## src/rtl/pts_pkg.sv

```systemverilog
// ----------------------------------------------------------------------------
// pts_pkg
// Shared types and codes for the periodic task scheduler: request and
// response items, slot layout, datapath command and status groups.
// ----------------------------------------------------------------------------
`default_nettype none

package pts_pkg;

    // Default table depth
    localparam int DEF_MAX_SLOTS = 16;

    // Most fired results reported for one tick
    localparam int RESULTS_CAP = 16;
    localparam int REP_W       = $clog2(RESULTS_CAP + 1);

    // Request kinds
    localparam logic [1:0] KIND_TICK   = 2'd0;
    localparam logic [1:0] KIND_ADD    = 2'd1;
    localparam logic [1:0] KIND_REMOVE = 2'd2;

    // Result status codes
    localparam logic [1:0] ST_OK        = 2'd0;
    localparam logic [1:0] ST_FULL      = 2'd1;
    localparam logic [1:0] ST_NOT_FOUND = 2'd2;

    typedef struct packed {
        logic [1:0]  kind;
        logic [31:0] now_ms;
        logic [7:0]  handler;
        logic [31:0] period_ms;
    } req_item_t;

    typedef struct packed {
        logic       fired;
        logic [7:0] fired_handler;
        logic [1:0] status;
        logic       last;
    } rsp_item_t;

    // One table entry as held in the slot RAM
    typedef struct packed {
        logic [7:0]  handler;
        logic [31:0] period;
        logic [31:0] last_fire;
    } slot_t;

    localparam int SLOT_W = $bits(slot_t);

    // Source of the slot RAM write data
    typedef enum logic [1:0] {
        WSEL_ADD   = 2'd0,   // new slot from the request
        WSEL_FIRE  = 2'd1,   // read slot with last-fire set to now
        WSEL_SHIFT = 2'd2    // read slot moved down one place
    } wsel_t;

    // Controller to datapath
    typedef struct packed {
        logic       load;        // latch the request item
        logic       we;          // write the slot RAM
        wsel_t      wsel;
        logic       pend_set;    // hold the read handler as pending result
        logic       push_pend;   // send pending result, not last
        logic       push_final;  // send the closing result
        logic [1:0] fin_status;
    } dp_cmd_t;

    // Datapath to controller
    typedef struct packed {
        logic due;       // read slot has reached its interval
        logic match;     // read slot handler equals request handler
        logic out_free;  // output register can take an item
    } dp_stat_t;

endpackage

`default_nettype wire

```

## src/rtl/pts_ram.sv

```systemverilog
// ----------------------------------------------------------------------------
// pts_ram
// Generic simple dual-port RAM: one write port, one read port, registered read.
// ----------------------------------------------------------------------------
`default_nettype none

module pts_ram #(
    parameter int WIDTH = 8,
    parameter int DEPTH = 16,
    localparam int AW   = (DEPTH > 1) ? $clog2(DEPTH) : 1
) (
    input  logic             clk,
    input  logic             we,
    input  logic [AW-1:0]    waddr,
    input  logic [WIDTH-1:0] wdata,
    input  logic [AW-1:0]    raddr,
    output logic [WIDTH-1:0] rdata
);

    logic [WIDTH-1:0] mem [DEPTH];

    // Write and read, read data registered
    always_ff @(posedge clk)
    begin
        if (we)
        begin
            mem[waddr] <= wdata;
        end
        rdata <= mem[raddr];
    end

endmodule

`default_nettype wire

```

## src/rtl/pts_ctrl.sv

```systemverilog
// ----------------------------------------------------------------------------
// pts_ctrl
// Sequencer for the scheduler: walks the slot table for ticks and removes,
// appends slots for adds, keeps the slot count and orders the results.
// ----------------------------------------------------------------------------
`default_nettype none

module pts_ctrl #(
    parameter int MAX_SLOTS = pts_pkg::DEF_MAX_SLOTS,
    localparam int AW       = (MAX_SLOTS > 1) ? $clog2(MAX_SLOTS) : 1,
    localparam int CW       = $clog2(MAX_SLOTS + 1)
) (
    input  logic               clk,
    input  logic               rst_n,
    input  logic               req_valid,
    input  logic [1:0]         req_kind,
    output logic               req_ready,
    input  pts_pkg::dp_stat_t  stat,
    output pts_pkg::dp_cmd_t   cmd,
    output logic [AW-1:0]      raddr,
    output logic [AW-1:0]      waddr
);

    import pts_pkg::*;

    typedef enum logic [6:0] {
        S_IDLE     = 7'b0000001,
        S_READ     = 7'b0000010,
        S_EVAL     = 7'b0000100,
        S_SHIFT_RD = 7'b0001000,
        S_SHIFT_WR = 7'b0010000,
        S_ADD      = 7'b0100000,
        S_FINISH   = 7'b1000000
    } state_t;

    state_t           state_reg, state_next;
    logic [CW-1:0]    count_reg, count_next;
    logic [CW-1:0]    idx_reg, idx_next;
    logic [REP_W-1:0] rep_reg, rep_next;
    logic [1:0]       fin_reg, fin_next;
    logic [1:0]       kind_reg, kind_next;
    logic [CW:0]      idx_inc;
    logic [CW-1:0]    idx_dec;
    logic             more;
    logic             report;
    logic             stall;

    // Walk helpers
    assign idx_inc = {1'b0, idx_reg} + (CW+1)'(1);
    assign idx_dec = idx_reg - CW'(1);
    assign more    = idx_inc < {1'b0, count_reg};
    assign report  = stat.due && (rep_reg < REP_W'(RESULTS_CAP));
    assign stall   = report && (rep_reg != '0) && !stat.out_free;

    assign req_ready = (state_reg == S_IDLE);
    assign raddr     = idx_reg[AW-1:0];

    // Pick the write address
    always_comb
    begin
        case (state_reg)
            S_ADD:      waddr = count_reg[AW-1:0];
            S_SHIFT_WR: waddr = idx_dec[AW-1:0];
            default:    waddr = idx_reg[AW-1:0];
        endcase
    end

    // Next state and commands
    always_comb
    begin
        state_next     = state_reg;
        count_next     = count_reg;
        idx_next       = idx_reg;
        rep_next       = rep_reg;
        fin_next       = fin_reg;
        kind_next      = kind_reg;
        cmd            = '0;
        cmd.wsel       = WSEL_ADD;
        cmd.fin_status = fin_reg;
        case (state_reg)
            S_IDLE:
            begin
                if (req_valid)
                begin
                    cmd.load  = 1'b1;
                    kind_next = req_kind;
                    idx_next  = '0;
                    rep_next  = '0;
                    fin_next  = ST_OK;
                    case (req_kind)
                        KIND_TICK:
                        begin
                            state_next = (count_reg == '0) ? S_FINISH : S_READ;
                        end
                        KIND_ADD:
                        begin
                            if (count_reg >= CW'(MAX_SLOTS))
                            begin
                                fin_next   = ST_FULL;
                                state_next = S_FINISH;
                            end
                            else
                            begin
                                state_next = S_ADD;
                            end
                        end
                        KIND_REMOVE:
                        begin
                            if (count_reg == '0)
                            begin
                                fin_next   = ST_NOT_FOUND;
                                state_next = S_FINISH;
                            end
                            else
                            begin
                                state_next = S_READ;
                            end
                        end
                        default:
                        begin
                            state_next = S_FINISH;
                        end
                    endcase
                end
            end
            S_READ:
            begin
                state_next = S_EVAL;
            end
            S_EVAL:
            begin
                if (kind_reg == KIND_TICK)
                begin
                    // Hold while a pending result cannot leave
                    if (!stall)
                    begin
                        if (stat.due)
                        begin
                            cmd.we   = 1'b1;
                            cmd.wsel = WSEL_FIRE;
                        end
                        if (report)
                        begin
                            cmd.pend_set  = 1'b1;
                            cmd.push_pend = (rep_reg != '0);
                            rep_next      = rep_reg + REP_W'(1);
                        end
                        if (more)
                        begin
                            idx_next   = idx_inc[CW-1:0];
                            state_next = S_READ;
                        end
                        else
                        begin
                            state_next = S_FINISH;
                        end
                    end
                end
                else
                begin
                    // Remove: search for the first matching handler
                    if (stat.match)
                    begin
                        if (more)
                        begin
                            idx_next   = idx_inc[CW-1:0];
                            state_next = S_SHIFT_RD;
                        end
                        else
                        begin
                            count_next = count_reg - CW'(1);
                            state_next = S_FINISH;
                        end
                    end
                    else if (more)
                    begin
                        idx_next   = idx_inc[CW-1:0];
                        state_next = S_READ;
                    end
                    else
                    begin
                        fin_next   = ST_NOT_FOUND;
                        state_next = S_FINISH;
                    end
                end
            end
            S_SHIFT_RD:
            begin
                state_next = S_SHIFT_WR;
            end
            S_SHIFT_WR:
            begin
                // Move the read slot down one place
                cmd.we   = 1'b1;
                cmd.wsel = WSEL_SHIFT;
                if (more)
                begin
                    idx_next   = idx_inc[CW-1:0];
                    state_next = S_SHIFT_RD;
                end
                else
                begin
                    count_next = count_reg - CW'(1);
                    state_next = S_FINISH;
                end
            end
            S_ADD:
            begin
                cmd.we     = 1'b1;
                cmd.wsel   = WSEL_ADD;
                count_next = count_reg + CW'(1);
                state_next = S_FINISH;
            end
            S_FINISH:
            begin
                if (stat.out_free)
                begin
                    cmd.push_final = 1'b1;
                    state_next     = S_IDLE;
                end
            end
            default:
            begin
                state_next = S_IDLE;
            end
        endcase
    end

    // Control registers
    always_ff @(posedge clk or negedge rst_n)
    begin
        if (!rst_n)
        begin
            state_reg <= S_IDLE;
            count_reg <= '0;
            rep_reg   <= '0;
        end
        else
        begin
            state_reg <= state_next;
            count_reg <= count_next;
            rep_reg   <= rep_next;
        end
    end

    // Walk position and item attributes
    always_ff @(posedge clk)
    begin
        idx_reg  <= idx_next;
        fin_reg  <= fin_next;
        kind_reg <= kind_next;
    end

endmodule

`default_nettype wire

```

## src/rtl/pts_dp.sv

```systemverilog
// ----------------------------------------------------------------------------
// pts_dp
// Datapath of the scheduler: request latch, slot RAM, due and match
// compare, pending fired result and the output register.
// ----------------------------------------------------------------------------
`default_nettype none

module pts_dp #(
    parameter int MAX_SLOTS = pts_pkg::DEF_MAX_SLOTS,
    localparam int AW       = (MAX_SLOTS > 1) ? $clog2(MAX_SLOTS) : 1
) (
    input  logic               clk,
    input  logic               rst_n,
    input  pts_pkg::req_item_t req,
    input  pts_pkg::dp_cmd_t   cmd,
    input  logic [AW-1:0]      raddr,
    input  logic [AW-1:0]      waddr,
    output pts_pkg::dp_stat_t  stat,
    output logic               rsp_valid,
    input  logic               rsp_ready,
    output pts_pkg::rsp_item_t rsp
);

    import pts_pkg::*;

    req_item_t         item_reg;
    slot_t             rd_slot;
    slot_t             wr_slot;
    logic [SLOT_W-1:0] rdata;
    logic [31:0]       elapsed;
    logic              pend_valid_reg, pend_valid_next;
    logic [7:0]        pend_handler_reg;
    logic              rsp_valid_reg, rsp_valid_next;
    rsp_item_t         rsp_reg, rsp_next;

    // Latch the request item
    always_ff @(posedge clk)
    begin
        if (cmd.load)
        begin
            item_reg <= req;
        end
    end

    // Build the slot write data
    always_comb
    begin
        case (cmd.wsel)
            WSEL_ADD:   wr_slot = '{handler: item_reg.handler,
                                    period: item_reg.period_ms,
                                    last_fire: 32'd0};
            WSEL_FIRE:  wr_slot = '{handler: rd_slot.handler,
                                    period: rd_slot.period,
                                    last_fire: item_reg.now_ms};
            WSEL_SHIFT: wr_slot = rd_slot;
            default:    wr_slot = rd_slot;
        endcase
    end

    pts_ram #(
        .WIDTH (SLOT_W),
        .DEPTH (MAX_SLOTS)
    ) u_slot_ram (
        .clk   (clk),
        .we    (cmd.we),
        .waddr (waddr),
        .wdata (wr_slot),
        .raddr (raddr),
        .rdata (rdata)
    );

    assign rd_slot = slot_t'(rdata);

    // Due on wrapping elapsed time, match on handler
    assign elapsed        = item_reg.now_ms - rd_slot.last_fire;
    assign stat.due       = (elapsed >= rd_slot.period);
    assign stat.match     = (rd_slot.handler == item_reg.handler);
    assign stat.out_free  = !rsp_valid_reg || rsp_ready;

    // Pending fired result
    always_comb
    begin
        pend_valid_next = pend_valid_reg;
        if (cmd.load || cmd.push_final)
        begin
            pend_valid_next = 1'b0;
        end
        else if (cmd.pend_set)
        begin
            pend_valid_next = 1'b1;
        end
    end

    // Output register
    always_comb
    begin
        rsp_valid_next = rsp_valid_reg;
        rsp_next       = rsp_reg;
        if (cmd.push_pend)
        begin
            rsp_valid_next = 1'b1;
            rsp_next       = '{fired: 1'b1, fired_handler: pend_handler_reg,
                               status: ST_OK, last: 1'b0};
        end
        else if (cmd.push_final)
        begin
            rsp_valid_next = 1'b1;
            if (pend_valid_reg)
            begin
                rsp_next = '{fired: 1'b1, fired_handler: pend_handler_reg,
                             status: ST_OK, last: 1'b1};
            end
            else
            begin
                rsp_next = '{fired: 1'b0, fired_handler: 8'd0,
                             status: cmd.fin_status, last: 1'b1};
            end
        end
        else if (rsp_ready)
        begin
            rsp_valid_next = 1'b0;
        end
    end

    always_ff @(posedge clk or negedge rst_n)
    begin
        if (!rst_n)
        begin
            pend_valid_reg <= 1'b0;
            rsp_valid_reg  <= 1'b0;
        end
        else
        begin
            pend_valid_reg <= pend_valid_next;
            rsp_valid_reg  <= rsp_valid_next;
        end
    end

    always_ff @(posedge clk)
    begin
        rsp_reg <= rsp_next;
        if (cmd.pend_set)
        begin
            pend_handler_reg <= rd_slot.handler;
        end
    end

    assign rsp_valid = rsp_valid_reg;
    assign rsp       = rsp_reg;

endmodule

`default_nettype wire

```

## src/rtl/periodic_task_scheduler_top.sv

```systemverilog
// ----------------------------------------------------------------------------
// periodic_task_scheduler_top
// Ordered table of periodic slots: add, remove and tick items; a tick
// reports each due slot in table order, at most RESULTS_CAP per tick.
//
//   Channel | Signals                        | Direction | Item
//   --------+--------------------------------+-----------+---------------------
//   req     | req_valid, req_ready, req      | in        | tick / add / remove
//   rsp     | rsp_valid, rsp_ready, rsp      | out       | fired slot or status
//
// One item at a time. A tick reads each slot in S_READ and evaluates and
// writes it back in S_EVAL, as the slot RAM read is registered; a remove
// searches the same way and then moves each later slot down through
// S_SHIFT_RD and S_SHIFT_WR; an add writes its slot in S_ADD.
// A stalled rsp channel holds the walk at the next due slot.
// Reset clears the slot count; the slot RAM needs no clearing.
// The next item is taken while the closing result still waits in rsp.
// ----------------------------------------------------------------------------
`default_nettype none

module periodic_task_scheduler_top #(
    parameter int MAX_SLOTS = pts_pkg::DEF_MAX_SLOTS,
    localparam int AW       = (MAX_SLOTS > 1) ? $clog2(MAX_SLOTS) : 1
) (
    input  logic               clk,
    input  logic               rst_n,
    input  logic               req_valid,
    output logic               req_ready,
    input  pts_pkg::req_item_t req,
    output logic               rsp_valid,
    input  logic               rsp_ready,
    output pts_pkg::rsp_item_t rsp
);

    import pts_pkg::*;

    dp_cmd_t       cmd;
    dp_stat_t      stat;
    logic [AW-1:0] raddr;
    logic [AW-1:0] waddr;

    pts_ctrl #(
        .MAX_SLOTS (MAX_SLOTS)
    ) u_ctrl (
        .clk       (clk),
        .rst_n     (rst_n),
        .req_valid (req_valid),
        .req_kind  (req.kind),
        .req_ready (req_ready),
        .stat      (stat),
        .cmd       (cmd),
        .raddr     (raddr),
        .waddr     (waddr)
    );

    pts_dp #(
        .MAX_SLOTS (MAX_SLOTS)
    ) u_dp (
        .clk       (clk),
        .rst_n     (rst_n),
        .req       (req),
        .cmd       (cmd),
        .raddr     (raddr),
        .waddr     (waddr),
        .stat      (stat),
        .rsp_valid (rsp_valid),
        .rsp_ready (rsp_ready),
        .rsp       (rsp)
    );

    // A result is only pushed when the output register can take it
    a_push_free: assert property (@(posedge clk) disable iff (!rst_n)
        (cmd.push_pend || cmd.push_final) |-> stat.out_free)
        else $error("result pushed into a full output register");

    // Only one result source per cycle
    a_push_one: assert property (@(posedge clk) disable iff (!rst_n)
        !(cmd.push_pend && cmd.push_final))
        else $error("pending and closing result pushed together");

    // An accepted item keeps the block busy for at least the next cycle
    a_busy: assert property (@(posedge clk) disable iff (!rst_n)
        (req_valid && req_ready) |=> !req_ready)
        else $error("request taken again right after an accept");

    // A result that names no slot carries handler zero
    a_empty_handler: assert property (@(posedge clk) disable iff (!rst_n)
        (rsp_valid && !rsp.fired) |-> (rsp.fired_handler == 8'd0))
        else $error("non-fired result with a handler id");

endmodule

`default_nettype wire

```

## config.mk

```make
export PLATFORM = sky130hd
export DESIGN_NAME = periodic_task_scheduler_top
export DESIGN_NICKNAME = d
export VERILOG_FILES = /design/src/rtl/pts_pkg.sv /design/src/rtl/pts_ram.sv /design/src/rtl/pts_ctrl.sv /design/src/rtl/pts_dp.sv /design/src/rtl/periodic_task_scheduler_top.sv
export SDC_FILE = /design/constraint.sdc
export NUM_CORES = 1
export LEC_CHECK = 0
export ABC_AREA = 1
export ABC_CLOCK_PERIOD_IN_PS = 18500
export BUFFER_PORTS_ARGS = -buffer_cell sky130_fd_sc_hd__buf_4
export CELL_PAD_IN_SITES_DETAIL_PLACEMENT = 1
export CELL_PAD_IN_SITES_GLOBAL_PLACEMENT = 2
export CORE_UTILIZATION = 48
export DETAILED_ROUTE_END_ITERATION = 10
export HOLD_SLACK_MARGIN = 0.08
export PLACE_DENSITY_LB_ADDON = 0.1
export SYNTH_ARGS = -nofsm -noshare
export SYNTH_HDL_FRONTEND = slang
export SYNTH_SLANG_ARGS = --single-unit
```

## constraint.sdc

```tcl
create_clock -name clk -period 18.5 [get_ports clk]
set_input_delay 3.7 -clock clk [delete_from_list [all_inputs] [get_ports clk]]
set_output_delay 3.7 -clock clk [all_outputs]
set_load 0.03 [all_outputs]
```

# == After elaboration in Yosys (flattened, before gate mapping) ==
# Memories as Yosys holds them, arrays and structs flattened. A register that Yosys moved wholly into a read port is not among the register bits.
# Index checks and enable logic that the tools add are counted.
# word_totals
reg_bits,120
ram_bits,1152
output_inout_bits,14
n_memories,1
# mem_list
name,words,word_bits,rd,rd_clocked_by_memory_dff,write_ports,line_no,text
u_dp.u_slot_ram.mem,16,72,1,1,1,pts_ram.sv:20,logic [WIDTH-1:0] mem [DEPTH];
# classes
addsub,6
order_cmp,4
n_eq_ne,21
mux,54
reduce_logical,25
# ops
cell,n
72-bit case mux with 2 select lines,1
7-bit 2-to-1 mux,9
5-bit 2-to-1 mux,12
7-bit case mux with 7 select lines,1
32-bit >= comparator,1
32-bit subtractor,1
5-bit case mux with 3 select lines,2
11-bit 2-to-1 mux,2
2-bit 2-to-1 mux,7
7-bit case mux with 2 select lines,1
1-bit 2-to-1 mux,12
12-bit 2-to-1 mux,1
"2-bit inequality test, second input constant",6
"5-bit by 1-bit adder with 5-bit output, second input constant",2
5-bit case mux with 2 select lines,1
5-bit AND reduction,2
3-bit case mux with 3 select lines,1
3-bit AND reduction,3
3-bit nonzero test,3
8-bit equality test,1
2-bit case mux with 2 select lines,2
4-bit case mux with 2 select lines,1
"7-bit by 1-bit equality test with 1-bit output, second input constant",1
"7-bit by 2-bit equality test with 1-bit output, second input constant",1
25 further kinds,36

# == Logic depth before layout (Yosys ltp) ==
# Gate-level depths: netlist of run 1.
# logic_depth
ltp_word,10
mapped_depth,29
ltp_nobuf,29

# == Modules after synthesis ==
# From an unflattened synthesis of run 1, not the netlist that was laid out.
# unflattened
cells_unflattened,5959
area_unflattened_um2,60052.6
# by_module_without_submodules
mod,n_inst,cells_per_inst,area_per_inst_um2,seq_area_each_um2
pts_ram,1,4731,50772.4,36034.6
pts_dp,1,965,7186.9,2772.7
pts_ctrl,1,263,2093.3,696.9

# == Worst setup path after synthesis of run 1 ==
# Ideal clock, no wire load.
# synth_path
kind,input-to-reg
startpoint,input rsp_ready
endpoint,"memory u_dp.u_slot_ram.mem[0][0] (netlist bit), enable pin"
setup_time_ns,0.503
arrival_ns,7.316
required_time_ns,17.997
path_slack_ns,10.681
cell_stages,6
cell_sequence,nor2_1 inv_1 o311ai_4 nand2_1 nand3_1 nor2_1
# synth_via
elab_chain_cells,8
# synth_rtl
element,line_no,text
start: declaration,periodic_task_scheduler_top.sv:31,"input logic rsp_ready,"
1-bit logical OR,pts_dp.sv:78,assign stat.out_free = !rsp_valid_reg || rsp_ready;
1-bit zero test,pts_ctrl.sv:53,assign stall = report && (rep_reg != '0) && !stat.out_free;
1-bit logical AND,pts_ctrl.sv:53,
5-bit 2-to-1 mux,pts_ctrl.sv:135,if (!stall)
5-bit 2-to-1 mux,pts_ctrl.sv:132,if (kind_reg == KIND_TICK)
3-bit case mux with 3 select lines,pts_ctrl.sv:80,case (state_reg)
1-bit 2-to-1 mux,pts_ram.sv:25,if (we)
1-bit 2-to-1 mux (implied by the code),pts_ram.sv:27,mem[waddr] <= wdata;
end: declaration,pts_ram.sv:20,
# No other way between the ends.

# == Worst setup path after layout of run 1 ==
# layout_path
startpoint,register u_dp.item_reg[40] (netlist bit)
endpoint,"memory u_dp.u_slot_ram.mem[8][57] (netlist bit), enable pin"
# layout_via
elab_chain_cells,10
elab_cells_between_ends,11
# layout_rtl
element,line_no,text
start: declaration,pts_dp.sv:26,req_item_t item_reg;
start signal: assignment,pts_dp.sv:41,item_reg <= req;
32-bit subtractor (*),pts_dp.sv:75,assign elapsed = item_reg.now_ms - rd_slot.last_fire;
32-bit >= comparator (*),pts_dp.sv:76,assign stat.due = (elapsed >= rd_slot.period);
1-bit logical AND,pts_ctrl.sv:52,assign report = stat.due && (rep_reg < REP_W'(RESULTS_CAP));
1-bit logical AND (2 in series),pts_ctrl.sv:53,
5-bit 2-to-1 mux (*),pts_ctrl.sv:135,
5-bit 2-to-1 mux (*),pts_ctrl.sv:132,
3-bit case mux with 3 select lines (*),pts_ctrl.sv:80,
1-bit 2-to-1 mux (*),pts_ram.sv:25,
1-bit 2-to-1 mux (implied by the code) (*),pts_ram.sv:27,
# Every way passes the cells marked *; elsewhere a longest branch is shown, timed or not.

==> metrics.txt, run 1 <==
cts bufs inserted=between 100 and 150; r2r endpoint=u_dp.u_slot_ram.mem[8][57]$_DFFE_PP_; Crit path required time=roughly 19000 ps; Async SR Flop Fraction=0.0141; switch share=0.373; Setup CP Type=reg2reg; Starting DRT DRC Count=between 3000 and 4000; synth warn=0; largest net degree at the start of global routing=between 200 and 250; r2r startpoint=u_dp.item_reg[40]$_DFFE_PP_; LEAKAGE=approximately 21 nW; unrepaired setup endpoints after global routing=no; Post-synth EDFFs=1249; Synth cell types=48; Die Ht=between 300 and 400 um; most common cell after layout, fill and taps aside=edfxtp_1; Core Area=between 100000 and 150000 um^2; status=finished, final reports clean; IO Pins=92; Site Rows=between 100 and 150; Placed Instances=5512; commonest non-fill, non-tap cells in the layout=edfxtp_1 (1249), o21ai_0 (502), nand2_1 (429); Antenna Nets Post-Route=0; max reg flops=around 1200; r2r setup slk=~11000 ps; max cap viols=0; crit-path max FO=between 40 and 50; Comb pwr share=0.338; GRT Overall Usage=0.285; P_int=~0.0062 W; Area Growth Syn to Fin=12.7%; n_diodes=0; Synthesized Nets=between 4000 and 5000; Final Hold Viols=0; Mapped Cells=~4100; Clk Latency, worst-skew pair=roughly 750 ps; final clock skew=a little over 30 ps; hpwl dp=86400 um; routed wire length=between 150000 and 200000 um; clock power share=0.285; layout cells sized above 1=0.0916; via count=roughly 35000; #FFs+latches synth=~1300; TritonCTS clock tree=done; Die Wd=approximately 340 um; Relative slew margins=0.0732; fmax=around 140 MHz; Vias per Instance=approximately 6; fin. max-slew vios=0; CTS clk-pin slew, worst paths=about 60 ps; First-pass DRT Iterations=5; pwr/cell area=164 nW/um^2; sequential area share after synthesis=0.737; fin crit share=0.380; average routed wire per standard cell=between 20 and 30 um; clock root buffer=clkbuf_16; Initial Util=0.484; Finished Layout Cells=between 5000 and 6000; PnR worst setup slack=between 10000 and 15000 ps; # H-tree levels=4; Flop pwr share=0.377; cts hold-fix bufs=0; post-CTS sizing=0; Place WS=approximately 11000 ps; port bufs=a little over 90; Residual DRC=0; Syn Area/Cell=13.0 um^2; CP arrival=roughly 7400 ps; gr ovfl total=0; Final min period=approximately 7000 ps; Register-to-Register Path Depth=26; Sink Count=around 1300; Hold Crit Depth=0; NumNets Final=between 4000 and 5000; Post-Syn Area=53600 um^2; Die ar.=roughly 110000 um^2; setup bufs post-CTS=0; CTS Buffer Depth=3; VDD IR max=0.000141 V; gp weighted congestion=0.811; hold path startpoint=u_dp.u_slot_ram.rdata[64]$_DFF_P_; HP Class=reg2reg; ys flop type=edfxtp_1; Hold Path End=u_dp.pend_handler_reg[0]$_DFFE_PP_; setup TNS=0 ps; antenna violations before repair=3; crit end category=flip-flop; sw power=between 0.003 and 0.004 W; first-pass GRT wire length=between 200000 and 250000 um; vias in the first global route=~36000; Setup Viol. Count Final=0; Worst Tran Pin Value=around 1400 ps; Startpoint Class=flip-flop
-- cell usage after synthesis, types with 18 or more instances --
| master | number | area share |
|---|---|---|
| a21oi_1 | 351 | 0.033 |
| buf_2 | 37 | 0.0035 |
| clkbuf_1 | 188 | 0.013 |
| dfrtp_1 | 18 | 0.0084 |
| dfxtp_1 | 76 | 0.028 |
| edfxtp_1 | 1249 | 0.70 |
| ha_1 | 81 | 0.019 |
| inv_1 | 165 | 0.012 |
| nand2_1 | 432 | 0.030 |
| nand3_1 | 81 | 0.0076 |
| nor2_1 | 444 | 0.031 |
| nor3_1 | 18 | 0.0017 |
| o21ai_0 | 502 | 0.047 |
| o21ai_1 | 47 | 0.0044 |
| o221ai_1 | 142 | 0.023 |
| o22ai_1 | 145 | 0.017 |
| xor2_1 | 38 | 0.0062 |
-- layout make-up --
cell class	instances	area, um^2
fillers	10900	50300
flip-flops and latches	1344	39500
multi-input cells	2360	12600
clock buffers	200	4030
well taps	1488	1860
repair buffers	149	1180
inverters	171	664
clock inverters	57	568
-- worst max-delay path, stage by stage, from the launching register on --
cell      delay [ps]
edfxtp_1         400
inv_1            100
ha_1             150
inv_1             70
fa_1             410
nand3_1          100
nand2_1          110
nand3_1           90
nand2_1           80
nand2_1           90
nand3_1          170
a21boi_0         310
o21ai_0          150
xor2_1           170
ha_1             290
nand2_1           60
nor2_1           150
nand2_1           70
a21oi_1          140
nor2_1            70
nand2_2          230
o311ai_4         150
buf_4            390
nand2_1          250
nand3_1          340
nor2_4           960
buf_4           1000
-- worst max-delay path by stage --
stage                                      startpoint                              endpoint  cells after the start  slack (ps)
after floorplan                             rsp_ready   u_dp.u_slot_ram.mem[0][0]$_DFFE_PP_                      6       10680
after global placement                      rsp_ready  u_dp.u_slot_ram.mem[8][59]$_DFFE_PP_                      9       10970
after detailed placement                    rsp_ready  u_dp.u_slot_ram.mem[8][60]$_DFFE_PP_                      9       10910
after CTS                 u_dp.item_reg[40]$_DFFE_PP_  u_dp.u_slot_ram.mem[8][58]$_DFFE_PP_                     26       11460
after global routing      u_dp.item_reg[40]$_DFFE_PP_  u_dp.u_slot_ram.mem[0][45]$_DFFE_PP_                     27       11020
final                     u_dp.item_reg[40]$_DFFE_PP_  u_dp.u_slot_ram.mem[8][57]$_DFFE_PP_                     26       11480
-- routing by layer --
metal | track usage | wire [um]
met5 | 0 | 12
met4 | 0.0819 | 3750
met3 | 0.0361 | 8500
met2 | 0.464 | 76500
met1 | 0.403 | 71600
-- logic make-up (layout without fill, tap and decap cells) --
| kind of cell | count (synthesis) | count (layout) | share of synthesized area |
|---|---|---|---|
| compound gates | 1223 | 1223 | 0.130 |
| buf+inv | 415 | 577 | 0.0305 |
| flops | 1344 | 1344 | 0.737 |
| simple gates | 1006 | 1006 | 0.0750 |
| xor+xnor | 48 | 48 | 0.00785 |
| fa+ha+maj | 83 | 83 | 0.0197 |
-- power groups by stage --
stage / Clock, W / Sequential (W) / Combinational [W]
CTS: 0.00287 / 0.00374 / 0.00336
floorplan: 0 / 0.00374 / 0.00216
detailed placement: 0 / 0.00380 / 0.00334
global placement: 0 / 0.00380 / 0.00328
finish: 0.00283 / 0.00374 / 0.00335
global route: 0.00298 / 0.00375 / 0.00371
-- metrics by stage --
stage	instance area, um^2	power [W]	util	hold slack, ps
2_1_floorplan	53600	0.00590	-	450
3_3_place_gp	55800	0.00708	0.504	464
3_5_place_dp	55800	0.00715	0.504	473
4_1_cts	60400	0.00997	0.546	498
5_1_grt	60400	0.0104	0.546	501
6_report	60400	0.00992	0.546	492
No activity file was read; power rests on OpenSTA's default activity.
==> run 2, diff against run 1 <==
- ABC_CLOCK_PERIOD_IN_PS: 18500 -> 6080
- CORE_UTILIZATION: 48 -> 40
- clock period: 18.5 -> 6.08 ns (I/O delays scaled with it)
==> metrics.txt, run 2 (synthesis results as in run 1) <==
NumNets Final=4349 (was 4330); status=finished, final reports clean (unchanged); port bufs=91 (unchanged); Hold Slack=340 ps (was 492 ps); Residual DRC=0 (unchanged); Core Area=132000 um^2 (was 111000 um^2); VDD IR max=0.000336 V (was 0.000141 V); area occupied by multi-input gates=12600 um^2 (unchanged); cts hold-fix bufs=0 (unchanged); vias in the first global route=35200 (was 35500); Initial Util=0.405 (was 0.484); gr ovfl total=0 (unchanged); number of fill cells=13400 (was 10900); average routed wire per standard cell=28.2 um (was 27.8 um); cts bufs inserted=149 (was 143); pwr/cell area=499 nW/um^2 (was 164 nW/um^2); Final Util=0.466 (was 0.546); post-CTS sizing=0 (unchanged); Relative slew margins=0.171 (was 0.0732); setup bufs post-CTS=0 (unchanged); final clock skew=30.6 ps (was 30.8 ps); Clk Latency, worst-skew pair=790 ps (was 750 ps); Post-Layout Inst Area=61500 um^2 (was 60400 um^2); antenna violations before repair=1 (was 3); max reg flops=1152 (unchanged); Die Ht=368 um (was 336 um); Register-to-Register Path Depth=25 (was 26); fin. max-slew vios=0 (unchanged); Final min period=5280 ps (was 7020 ps); Setup CP Type=reg2reg (unchanged); fin crit share=0.869 (was 0.380); Site Rows=133 (was 122); hpwl dp=88000 um (was 86400 um); CTS clk-pin slew, worst paths=60 ps (about the same); commonest non-fill, non-tap cells in the layout=edfxtp_1 (1249), o21ai_0 (502), nand2_1 (429) (unchanged); Sink Count=1344 (unchanged); top sig layer=met5 (unchanged); # H-tree levels=4 (unchanged); gp weighted congestion=0.809 (was 0.811); max cap viols=0 (unchanged); via count=34500 (was 34800); unrepaired setup endpoints after global routing=no (unchanged); Starting DRT DRC Count=2995 (was 3224); routed wire length=171000 um (was 160000 um); TritonCTS clock tree=done (unchanged); first-pass GRT wire length=248000 um (was 236000 um); IO Pins=92 (unchanged); met3 wire length=8600 um (was 8500 um); Area Growth Syn to Fin=14.9% (was 12.7%); placed inst area=56600 um^2 (was 55800 um^2); Startpoint Class=flip-flop (unchanged); Final Hold Viols=0 (unchanged); crit end category=flip-flop (unchanged); First-pass DRT Iterations=5 (unchanged); CP arrival=5680 ps (was 7380 ps); Sequential Area=39500 um^2 (unchanged); largest net degree at the start of global routing=176 (was 204); GRT Overall Usage=0.252 (was 0.285); PnR worst setup slack=795 ps (was 11480 ps); HP Class=in2async (was reg2reg); WL met2=80100 um (was 76500 um); most common cell after layout, fill and taps aside=edfxtp_1 (unchanged); Vias per Instance=5.69 (was 6.03); setup TNS=0 ps (unchanged); n_diodes=0 (unchanged); met1 wire length=78600 um (was 71600 um); Crit path required time=6480 ps (was 18860 ps); layout cells sized above 1=0.0969 (was 0.0916); Place WS=667 ps (was 10910 ps); Die ar.=135000 um^2 (was 113000 um^2); LEAKAGE=20.8 nW (was 21.0 nW); Antenna Nets Post-Route=0 (unchanged); fmax=189 MHz (was 142 MHz); Die Wd=368 um (was 336 um); crit-path max FO=19 (was 48); CTS Buffer Depth=3 (unchanged); Worst Tran Pin Value=1240 ps (was 1380 ps); clock root buffer=clkbuf_16 (unchanged); Setup Viol. Count Final=0 (unchanged)
## run 2: cell types whose count changed in the layout (fill, tap and decap cells not counted), moves of 4 or more
cell,change
clkinv_2,-4
buf_4,-18
clkbuf_8,+5
clkbuf_16,+5
clkinv_1,+5
buf_12,+31
## run 2: worst max-delay path, cell delays in order (launching register included)
cell and delay, ps:
edfxtp_1 410, ha_1 350, a21oi_1 160, nand2_1 110, a21oi_1 420, o21bai_1 220
nand2_1 90, nand2_1 70, nand2_1 70, nand2_1 110, nand3_1 120, nand2_1 60
nand2_1 60, nand2_1 60, ha_1 290, nand2_1 60, nor2_1 140, nand4_1 140
a21oi_1 140, nor2_1 60, nand2_2 190, o311ai_4 220, inv_2 370, buf_12 250
nand2_1 60, o21ai_1 610
## run 2: path summary, 6_finish.rpt
kind,to,slack (ps),startpoint
hold reg to reg,u_dp.rsp[0]$_SDFFE_PP0P_,490,u_dp.rsp[0]$_SDFFE_PP0P_
setup reg to reg,u_dp.u_slot_ram.mem[1][24]$_DFFE_PP_,800,u_dp.item_reg[42]$_DFFE_PP_
hold / removal,u_ctrl.state_reg[3]$_DFFE_PN0P_,340,rst_n
setup / recovery,u_dp.u_slot_ram.mem[1][24]$_DFFE_PP_,800,u_dp.item_reg[42]$_DFFE_PP_
max in group asynchronous,u_ctrl.state_reg[0]$_DFFE_PN1P_,5460,rst_n
min in group clk,u_dp.rsp[0]$_SDFFE_PP0P_,490,u_dp.rsp[0]$_SDFFE_PP0P_
## run 2: final cells by class
type / instances / share of cell area
Clock inverter: 65 / 0.0115
Multi-Input combinational cell: 2360 / 0.204
Tap cell: 1755 / 0.0357
Inverter: 171 / 0.0108
Clock buffer: 212 / 0.0687
Timing Repair Buffer: 162 / 0.0271
Sequential cell: 1344 / 0.642
## run 2: power breakdown
| group | internal, W | switching, W | total, W | leakage [nW] |
|---|---|---|---|---|
| combinational | 0.00288 | 0.00733 | 0.0102 | 6.41 |
| clock | 0.00541 | 0.00373 | 0.00914 | 2.41 |
| sequential | 0.0110 | 0.000405 | 0.0114 | 12.0 |
| total | 0.0193 | 0.0115 | 0.0307 | 20.8 |
## run 2: routing by layer
layer | up-vias | GRT usage
li1 | 15500 | -
met5 | - | 0
met3 | 237 | 0.0408
met1 | 18000 | 0.356
met2 | 843 | 0.403
met4 | 2 | 0.0649
## run 2: stage by stage
step / instances / power [W]
2_1_floorplan: 4119 / 0.0180
3_3_place_gp: 5792 / 0.0218
3_5_place_dp: 5792 / 0.0218
4_1_cts: 6069 / 0.0310
5_1_grt: 6069 / 0.0324
6_report: 6069 / 0.0307
